File: src/hdl/gmc_pkg.sv
// types, constants and controller/datapath links of the grid metric block
package gmc_pkg;

    localparam int MAX_I_DEF = 64;
    localparam int MAX_J_DEF = 64;

    localparam int CFG_W = 7;
    localparam logic [CFG_W-1:0] COUNT_RESET = 7'd64;

    localparam logic REG_COUNT_I = 1'b0;
    localparam logic REG_COUNT_J = 1'b1;

    localparam logic OP_STORE = 1'b0;
    localparam logic OP_QUERY = 1'b1;

    localparam int NUM_SLOTS   = 5;
    localparam int NUM_METRICS = 5;
    localparam int DIV_STEPS   = 33;

    localparam logic [2:0] MET_KSI_X = 3'd0;
    localparam logic [2:0] MET_KSI_Y = 3'd1;
    localparam logic [2:0] MET_ETA_X = 3'd2;
    localparam logic [2:0] MET_ETA_Y = 3'd3;
    localparam logic [2:0] MET_INV_J = 3'd4;

    typedef struct packed {
        logic               op;
        logic        [5:0]  index_i;
        logic        [5:0]  index_j;
        logic signed [31:0] coord_x;
        logic signed [31:0] coord_y;
    } in_item_t;

    typedef struct packed {
        logic signed [31:0] ksi_x;
        logic signed [31:0] ksi_y;
        logic signed [31:0] eta_x;
        logic signed [31:0] eta_y;
        logic signed [31:0] inv_jacobian;
        logic               singular;
    } out_item_t;

    typedef struct packed {
        logic       store;
        logic       load;
        logic       rd_issue;
        logic [2:0] rd_slot;
        logic       cap;
        logic [2:0] cap_slot;
        logic       deriv;
        logic       mul_a;
        logic       mul_b;
        logic       prep;
        logic       div_init;
        logic       div_step;
        logic       div_end;
        logic [2:0] met;
        logic       out_load;
    } cmd_t;

    typedef struct packed {
        logic in_range;
        logic p_zero;
        logic out_free;
    } status_t;

endpackage

File: src/hdl/gmc_ctrl.sv
// sequencing state machine of the grid metric block
module gmc_ctrl (
    input  logic            clk,
    input  logic            rst_n,
    input  logic            in_valid,
    input  logic            in_op,
    output logic            in_stall,
    input  gmc_pkg::status_t status,
    output gmc_pkg::cmd_t    cmd
);
    import gmc_pkg::*;

    typedef enum logic [9:0] {
        S_IDLE  = 10'b0000000001,
        S_READ  = 10'b0000000010,
        S_DERIV = 10'b0000000100,
        S_MULA  = 10'b0000001000,
        S_MULB  = 10'b0000010000,
        S_PREP  = 10'b0000100000,
        S_DINIT = 10'b0001000000,
        S_DSTEP = 10'b0010000000,
        S_DEND  = 10'b0100000000,
        S_DONE  = 10'b1000000000
    } state_t;

    state_t     state_reg, state_next;
    logic [2:0] cnt_reg, cnt_next;
    logic [2:0] met_reg, met_next;
    logic [5:0] bit_reg, bit_next;

    always_ff @(posedge clk or negedge rst_n)
    begin
        if (!rst_n)
        begin
            state_reg <= S_IDLE;
            cnt_reg   <= '0;
            met_reg   <= '0;
            bit_reg   <= '0;
        end
        else
        begin
            state_reg <= state_next;
            cnt_reg   <= cnt_next;
            met_reg   <= met_next;
            bit_reg   <= bit_next;
        end
    end

    assign in_stall = (state_reg != S_IDLE);

    always_comb
    begin
        state_next = state_reg;
        cnt_next   = cnt_reg;
        met_next   = met_reg;
        bit_next   = bit_reg;
        cmd        = '0;
        cmd.met    = met_reg;
        case (state_reg)
            S_IDLE:
            begin
                if (in_valid)
                begin
                    if (in_op == OP_STORE)
                    begin
                        cmd.store = 1'b1;
                    end
                    else
                    begin
                        cmd.load   = 1'b1;
                        cnt_next   = '0;
                        state_next = S_READ;
                    end
                end
            end
            S_READ:
            begin
                // issue slot cnt, capture the data of slot cnt-1
                cmd.rd_issue = (cnt_reg < 3'(NUM_SLOTS));
                cmd.rd_slot  = cnt_reg;
                cmd.cap      = (cnt_reg != 3'd0);
                cmd.cap_slot = cnt_reg - 3'd1;
                cnt_next     = cnt_reg + 3'd1;
                if (!status.in_range)
                begin
                    state_next = S_DONE;
                end
                else if (cnt_reg == 3'(NUM_SLOTS))
                begin
                    state_next = S_DERIV;
                end
            end
            S_DERIV:
            begin
                cmd.deriv  = 1'b1;
                state_next = S_MULA;
            end
            S_MULA:
            begin
                cmd.mul_a  = 1'b1;
                state_next = S_MULB;
            end
            S_MULB:
            begin
                cmd.mul_b  = 1'b1;
                state_next = S_PREP;
            end
            S_PREP:
            begin
                cmd.prep = 1'b1;
                met_next = MET_KSI_X;
                if (status.p_zero)
                begin
                    state_next = S_DONE;
                end
                else
                begin
                    state_next = S_DINIT;
                end
            end
            S_DINIT:
            begin
                cmd.div_init = 1'b1;
                bit_next     = '0;
                state_next   = S_DSTEP;
            end
            S_DSTEP:
            begin
                cmd.div_step = 1'b1;
                bit_next     = bit_reg + 6'd1;
                if (bit_reg == 6'(DIV_STEPS - 1))
                begin
                    state_next = S_DEND;
                end
            end
            S_DEND:
            begin
                cmd.div_end = 1'b1;
                if (met_reg == MET_INV_J)
                begin
                    state_next = S_DONE;
                end
                else
                begin
                    met_next   = met_reg + 3'd1;
                    state_next = S_DINIT;
                end
            end
            S_DONE:
            begin
                if (status.out_free)
                begin
                    cmd.out_load = 1'b1;
                    state_next   = S_IDLE;
                end
            end
            default:
            begin
                state_next = S_IDLE;
            end
        endcase
    end

endmodule

File: config.mk
export PLATFORM = sky130hd
export DESIGN_NAME = gmc_ctrl
export DESIGN_NICKNAME = d
export VERILOG_FILES = /design/src/hdl/gmc_pkg.sv /design/src/hdl/gmc_ctrl.sv
export SDC_FILE = /design/constraint.sdc
export NUM_CORES = 1
export LEC_CHECK = 0
export BUFFER_PORTS_ARGS = -buffer_cell sky130_fd_sc_hd__buf_2
export CORE_ASPECT_RATIO = 1.4
export CORE_MARGIN = 4
export CORE_UTILIZATION = 52
export CTS_BUF_LIST = sky130_fd_sc_hd__clkbuf_8
export DETAILED_ROUTE_END_ITERATION = 10
export PLACE_DENSITY = 0.8
export SLEW_MARGIN = 0
export SYNTH_ARGS = -nofsm -noshare
export SYNTH_HDL_FRONTEND = slang
export SYNTH_SLANG_ARGS = --single-unit
File: constraint.sdc
create_clock -name clk -period 4 [get_ports clk]
set_input_delay 0.8 -clock clk [delete_from_list [all_inputs] [get_ports clk]]
set_output_delay 0.8 -clock clk [all_outputs]
set_load 0.005 [all_outputs]
# Yosys cells after proc, flatten, opt, wreduce, memory -nomap -nowiden
# Cells that the tools add are included.
[op_classes] eq_ne=20 n_mux=29 addsub=4 reduce_logical=7 n_lt_le_gt_ge=1
[op_table] cell="$pmux W10 S10" n=1
[op_table] cell="$mux W10" n=8
[op_table] cell="$pmux W3 S2" n=2
[op_table] cell="$pmux W6 S2" n=1
[op_table] cell="$mux W1" n=11
[op_table] cell="$eq A10 B1 Y1 const B" n=1
[op_table] cell="$eq A10 B10 Y1 const B" n=1
[op_table] cell="$eq A10 B2 Y1 const B" n=1
[op_table] cell="$eq A10 B3 Y1 const B" n=1
[op_table] cell="$eq A10 B4 Y1 const B" n=1
[op_table] cell="$eq A10 B5 Y1 const B" n=1
[op_table] cell="$eq A10 B6 Y1 const B" n=1
[op_table] cell="$eq A10 B7 Y1 const B" n=1
[op_table] cell="$eq A10 B8 Y1 const B" n=1
[op_table] cell="$eq A10 B9 Y1 const B" n=1
[op_table] cell="$ne A10 B1 Y1 const B" n=1
[op_table] cell="$ne A2 B2 Y1 const B" n=5
[op_table] cell="$mux W3" n=3
[op_table] cell="$mux W8" n=1
[op_table] cell="$add A3 B1 Y3 const B" n=2
[op_table] cell="$add A6 B1 Y6 const B" n=1
[op_table] cell="$eq A3 B3 Y1 const B" n=2
[op_table] cell="$eq A6 B6 Y1 const B" n=1
[op_table] cell="$reduce_bool A2 Y1" n=3
[op_table] cell="8 further kinds" n=9
[word_totals] word_cells=65 out_inout_bits=22 regBits=22

# Logic depth before layout (Yosys ltp)
# Gate-level depths: netlist of the first run.
[depth] word_depth=4 mapped_depth=6 depth_no_buf=6

# Worst setup path before layout of the first run
# Ideal clock, no wire load.
[synth_path] path_type="reg2out" from="register state_reg[3]" to="output port cmd[11] (netlist bit)" arrival_time_ns=1.473 stages_incl_launch_ff=6 n_path_buf=2 required_ns=3.200 setup_slack_ns=1.727 path_cell_list="dfrtp_1 > nor4_4 > buf_2 > nand3_2 > nor2_1 > buf_4"
[synth_lines] element="start, declared" line_no="gmc_ctrl.sv:26" text="state_t state_reg, state_next;"
[synth_lines] element="start signal, assigned" line_no="gmc_ctrl.sv:42" text="state_reg <= state_next;"
[synth_lines] element="end, declared" line_no="gmc_ctrl.sv:9" text="output gmc_pkg::cmd_t cmd"

==> flow_summary.json, run 1 <==
{
  "status": "completed",
  "cp.required_ns": 3.20,
  "worstReg2RegEnd": "bit_reg[3]$_DFFE_PN0P_",
  "holdCritPathClass": "in2async",
  "clock.fmax_mhz": 340,
  "setup_viol": 0,
  "rsz0062_at_grt": "false",
  "dp.final_hpwl_um": 2570,
  "p_seq_share_pct": 42.2,
  "dieArea_mm2": 0.00381,
  "fin_worst_skew_ns": 0.00405,
  "crit_chain": "nor4_4 > nand3_1 > nor2_1 > buf_2",
  "fin_tns_setup_ns": 0,
  "chipHeight_um": 71.5,
  "final_max_slew_viol_count": 0,
  "path_clk_slew_ns": 0.07,
  "largest_reg_flops": 10,
  "fin_crit_ns": 2.94,
  "async_flop_share_pct": 100,
  "worst_slew_pin_slew_ns": 0.731,
  "syn_inst": 173,
  "synth_top_area_share_pct": 35.1,
  "ys_types": 42,
  "yosys-top-cells-area": "dfrtp_1 (35%), ha_1 (6.7%), nand3_1 (4.7%)",
  "core_mm2": 0.00270,
  "path_class": "reg2out",
  "start_util_pct": 55.5,
  "drtPass1Iterations": 4,
  "pwr-share-comb_pct": 38.3,
  "portBuffers": 28,
  "cts_resized": 0,
  "multi_input_area_um2": 871,
  "place_inst": 231,
  "hold_viol": 0,
  "synth_edf_count": 0,
  "synth_area_mm2": 0.00150,
  "drive_gt1_share_pct": 19.1,
  "synth_largest_area_cell": "dfrtp_1",
  "clkPwrFrac_pct": 19.6,
  "switchingPower_mw": 0.265,
  "synth_flop_cell": "dfrtp_1",
  "fin_nets": 215,
  "totalWireLength_um": 3420,
  "groute.usage.overall_pct": 18.8,
  "synth_area_per_cell_um2": 8.66,
  "final_cells": 235,
  "rr_startpoint": "state_reg[2]$_DFFE_PN0P_",
  "cp.arrival_ns": 2.14,
  "cts_setup_buffers": 0,
  "fill_cells": 263,
  "ys_ff_latch": 22,
  "drtIter0Drc": 48,
  "p_int_mw": 0.419,
  "routedWlPerCell_um": 14.5,
  "first_global_vias": 1323,
  "via_count": 1384,
  "power-per-cell-area_mw_per_mm2": 402,
  "maxCapViolations": 0,
  "final_cell_mix": "buf_2 (28), dfrtp_1 (21), nor2_1 (15)",
  "cts_tree": "yes",
  "worstPathMaxFanout": 16,
  "cp-start-kind": "flop",
  "clockBufferDepth": 2,
  "rows": 22,
  "gp_congestion": 0.835,
  "syn_nets": 188,
  "syn_to_final_growth_pct": 13.6,
  "yosys_warnings": 0,
  "die_w_um": 53.4,
  "final_common_cell": "buf_2",
  "route.detailed.drc": 0,
  "regArea_um2": 552,
  "ant_nets": 0,
  "finalCritPeriodShare_pct": 73.6,
  "clock_sinks": 22,
  "insertion_delay_ns": 0.26,
  "drt-vias-per-instance": 5.89,
  "clock-root-buffer": "clkbuf_8",
  "worst_path_largest_cell_delay_ns": 0.70,
  "cts_hold_buf": 0,
  "ios": 29,
  "worst_path_max_delay_cell": "nor4_4",
  "grt_max_degree": 24,
  "slew-limit-headroom_pct": 50.9,
  "cp-end-kind": "output pin",
  "overflow": 0,
  "cts_max_level": 1,
  "diodes": 0,
  "antenna_found_initial": 0,
  "worstRegToRegCells": 4,
  "grt_pass1_wl_um": 5540,
  "p_leak_nw": 0.804,
  "ff2ff_setup_slack_ns": 1.88,
  "numCtsBuffers": 3,
  "peakVddDrop_mv": 0.194,
  "p_sw_share_pct": 38.7,
  "ys_seq_area_share_pct": 36.8
}
[synthesized netlist by cell type, types with 3 or more instances]
cell / count
dfrtp_1: 21
nor2_1: 15
nand3_1: 14
o21ai_0: 13
nand2_1: 12
inv_1: 11
ha_1: 8
nor2b_1: 7
a21oi_1: 6
nand2b_1: 6
nand4_1: 5
and3_1: 4
nor3_1: 4
nor3b_1: 4
o311ai_1: 4
buf_2: 3
nand3b_1: 3
[routing by layer]
metal | vias to the layer above | track usage (%) | share of wire [%]
met4 | 0 | 9.94 | 2.6
met1 | 652 | 20.3 | 40
met2 | 45 | 34.2 | 52
met5 | - | 0 | 0
met3 | 8 | 2.08 | 5.1
li1 | 679 | - | -
[cells by family (layout without fill, tap and decap cells)]
logic type | after synthesis | in the layout | synth area share, %
flip-flops | 22 | 22 | 36.8
AO/OA/AOI/OAI | 39 | 39 | 17.0
multiplexers | 2 | 2 | 1.42
buffers and inverters | 18 | 44 | 5.01
AND/OR/NAND/NOR | 81 | 81 | 31.3
XOR/XNOR | 3 | 3 | 1.75
adder cells (fa/ha/maj) | 8 | 8 | 6.68
[through the flow]
stage	area [um2]	total power [mW]	util, %	setup WS, ns	hold slack (ns)
floorplan	1500	0.472	-	1.73	0.495
global placement	1660	0.536	61.4	1.37	0.526
detailed placement	1660	0.551	61.4	1.38	0.534
CTS	1700	0.688	63.1	1.09	0.503
global route	1700	0.730	63.1	0.877	0.532
finish	1700	0.684	63.1	1.06	0.500
[worst max path at each step]
stage | startpoint | endpoint | slack (ns)
after floorplan | state_reg[3]$_DFFE_PN0P_ | cmd[11] | 1.73
after global placement | state_reg[3]$_DFFE_PN0P_ | cmd[6] | 1.37
after detailed placement | state_reg[2]$_DFFE_PN0P_ | cmd[11] | 1.38
after CTS | state_reg[2]$_DFFE_PN0P_ | cmd[6] | 1.09
after global routing | state_reg[2]$_DFFE_PN0P_ | cmd[6] | 0.88
final | state_reg[2]$_DFFE_PN0P_ | cmd[6] | 1.06
[worst max-delay path: cells and delay by family (launching register included)]
kind / cells / cell delay [ns]
simple gates: 3 / 1.30
buf+inv: 1 / 0.12
flops: 1 / 0.47
[power groups by stage]
stage / Clock [mW] / Combinational, mW / Sequential (mW)
after floorplan: 0 / 0.190 / 0.282
after global placement: 0 / 0.247 / 0.290
after detailed placement: 0 / 0.258 / 0.293
after CTS: 0.138 / 0.261 / 0.288
after global routing: 0.145 / 0.292 / 0.293
final: 0.134 / 0.262 / 0.288
[area by class of cell]
cell class	instances	area share [%]
flip-flops and latches	22	32.4
clock buffers	3	2.43
repair buffers	29	8.68
multi-input cells	133	51.2
clock inverters	1	0.221
well taps	36	2.65
inverters	11	2.43
Note: power is estimated with default switching activity, not from simulation.
==> run 2, diff against run 1 <==
==> constraint.sdc (replaced) <==
create_clock -name clk -period 3 [get_ports clk]
set_input_delay 0.6 -clock clk [delete_from_list [all_inputs] [get_ports clk]]
set_output_delay 0.6 -clock clk [all_outputs]
set_load 0.005 [all_outputs]
==> run 2 against run 1 <==
Net effect:
- worst hold slack worse by 0.20 ns
- count of clock-buffer cells in the layout unchanged
- setup slack worse by 0.68 ns
- register-to-register slack lost 0.83 ns
- critical endpoint is now cmd[19]
- highest routed layer unchanged
==> flow_summary.json, run 2 (synthesized netlist as in run 1, its figures left out) <==
{
  "status": "completed",
  "drive_gt1_share_pct": 19.9,
  "clock_sinks": 22,
  "setup_slack_ns": 0.378,
  "p_sw_share_pct": 38.9,
  "routedWlPerCell_um": 14.8,
  "fin_worst_skew_ns": 0.00376,
  "fin_crit_ns": 2.62,
  "drtIter0Drc": 35,
  "drtPass1Iterations": 5,
  "cts_max_level": 1,
  "cp.required_ns": 2.40,
  "ios": 29,
  "core_mm2": 0.00270,
  "final_cells": 237,
  "groute.usage.overall_pct": 19.9,
  "maxCapViolations": 0,
  "peakVddDrop_mv": 0.329,
  "die_w_um": 53.4,
  "fin_nets": 217,
  "rows": 22,
  "first_global_vias": 1351,
  "fin_tns_setup_ns": 0,
  "p_seq_share_pct": 41.8,
  "cp.arrival_ns": 2.02,
  "final_max_slew_viol_count": 0,
  "worst_slew_pin_slew_ns": 0.559,
  "diodes": 0,
  "place_inst": 233,
  "antenna_found_initial": 0,
  "portBuffers": 28,
  "clkPwrFrac_pct": 20.1,
  "hold_viol": 0,
  "chipHeight_um": 71.5,
  "path_clk_slew_ns": 0.08,
  "overflow": 0,
  "insertion_delay_ns": 0.26,
  "slew-limit-headroom_pct": 62.7,
  "setup_viol": 0,
  "path_class": "reg2out",
  "holdCritPathClass": "in2async",
  "gp_congestion": 0.880,
  "largest_reg_flops": 10,
  "p_int_mw": 0.561,
  "finalPower_mw": 0.918,
  "dieArea_mm2": 0.00381,
  "clock-root-buffer": "clkbuf_8",
  "numCtsBuffers": 3,
  "regArea_um2": 552,
  "place_ws_ns": 0.688,
  "fill_cells": 245,
  "final_cell_mix": "buf_2 (28), dfrtp_1 (21), nor2_1 (15)",
  "multi_input_area_um2": 871,
  "final_common_cell": "buf_2",
  "clock.fmax_mhz": 381,
  "via_count": 1439,
  "ant_nets": 0,
  "switchingPower_mw": 0.357,
  "worstPathMaxFanout": 18,
  "pwr-share-comb_pct": 38.1,
  "grt_max_degree": 23,
  "cts_resized": 0,
  "power-per-cell-area_mw_per_mm2": 535,
  "cp-end-kind": "output pin",
  "dp.final_hpwl_um": 2630,
  "clockBufferDepth": 2,
  "drt-vias-per-instance": 6.07,
  "start_util_pct": 55.5,
  "syn_to_final_growth_pct": 14.6,
  "cts_hold_buf": 0,
  "cts_setup_buffers": 0,
  "rsz0062_at_grt": "false",
  "finalCritPeriodShare_pct": 87.4,
  "cp-start-kind": "flop",
  "route.detailed.drc": 0,
  "cts_tree": "yes",
  "totalWireLength_um": 3500,
  "p_leak_nw": 0.814,
  "grt_pass1_wl_um": 5930
}
run 2: cell count changes in the layout (fill, tap and decap cells not counted), sizes merged:
cell  change
buf       +2
run 2: worst max-delay path: stages, from the launching register on:
cell and delay, ns:
dfrtp_1 0.59, nor4_1 0.36, buf_4 0.23, nand3_1 0.14
nor2_1 0.28, buf_2 0.17
run 2: worst paths after layout:
kind                                     startpoint                  endpoint  slack, ns  cells past startpoint
min                                           rst_n  state_reg[5]$_DFFE_PN0P_       0.30                      1
min reg2reg                  met_reg[0]$_DFFE_PN0P_    met_reg[0]$_DFFE_PN0P_       0.56                      1
max in group asynchronous                     rst_n  state_reg[0]$_DFFE_PN1P_       2.35                      1
max                        state_reg[6]$_DFFE_PN0P_                   cmd[19]       0.38                      5
min in group clk             met_reg[0]$_DFFE_PN0P_    met_reg[0]$_DFFE_PN0P_       0.56                      1
max reg2reg                state_reg[1]$_DFFE_PN0P_    bit_reg[5]$_DFFE_PN0P_       1.05                      4
run 2: final cells by class:
cell class                 count  area share [%]
multi-input combinational    133            50.7
sequential                    22            32.1
timing repair buffer          31            9.48
tap                           36            2.62
clock buffer                   3            2.41
inverter                      11            2.41
clock inverter                 1           0.219
run 2: layer usage:
layer	vias to the layer above	track usage, %	part of all wire (%)
met5	-	0	0
met4	0	7.95	1.7
met3	8	2.91	5.0
met2	43	35.6	54
met1	704	22.8	39
li1	684	-	-
run 2: power by group through the flow:
stage               Clock, mW  Combinational (mW)  Sequential [mW]
detailed placement          0               0.347            0.390
floorplan                   0               0.253            0.377
finish                  0.184               0.350            0.384
global placement            0               0.333            0.388
CTS                     0.186               0.351            0.384
global route            0.198               0.391            0.391
run 2: metrics by stage:
stage                     hold WS, ns  utilization, %  area [um2]
after floorplan                 0.304               -        1500
after global placement          0.530            62.0        1670
after detailed placement        0.550            62.0        1670
after CTS                       0.312            63.6        1720
after global routing            0.335            63.6        1720
final                           0.298            63.6        1720
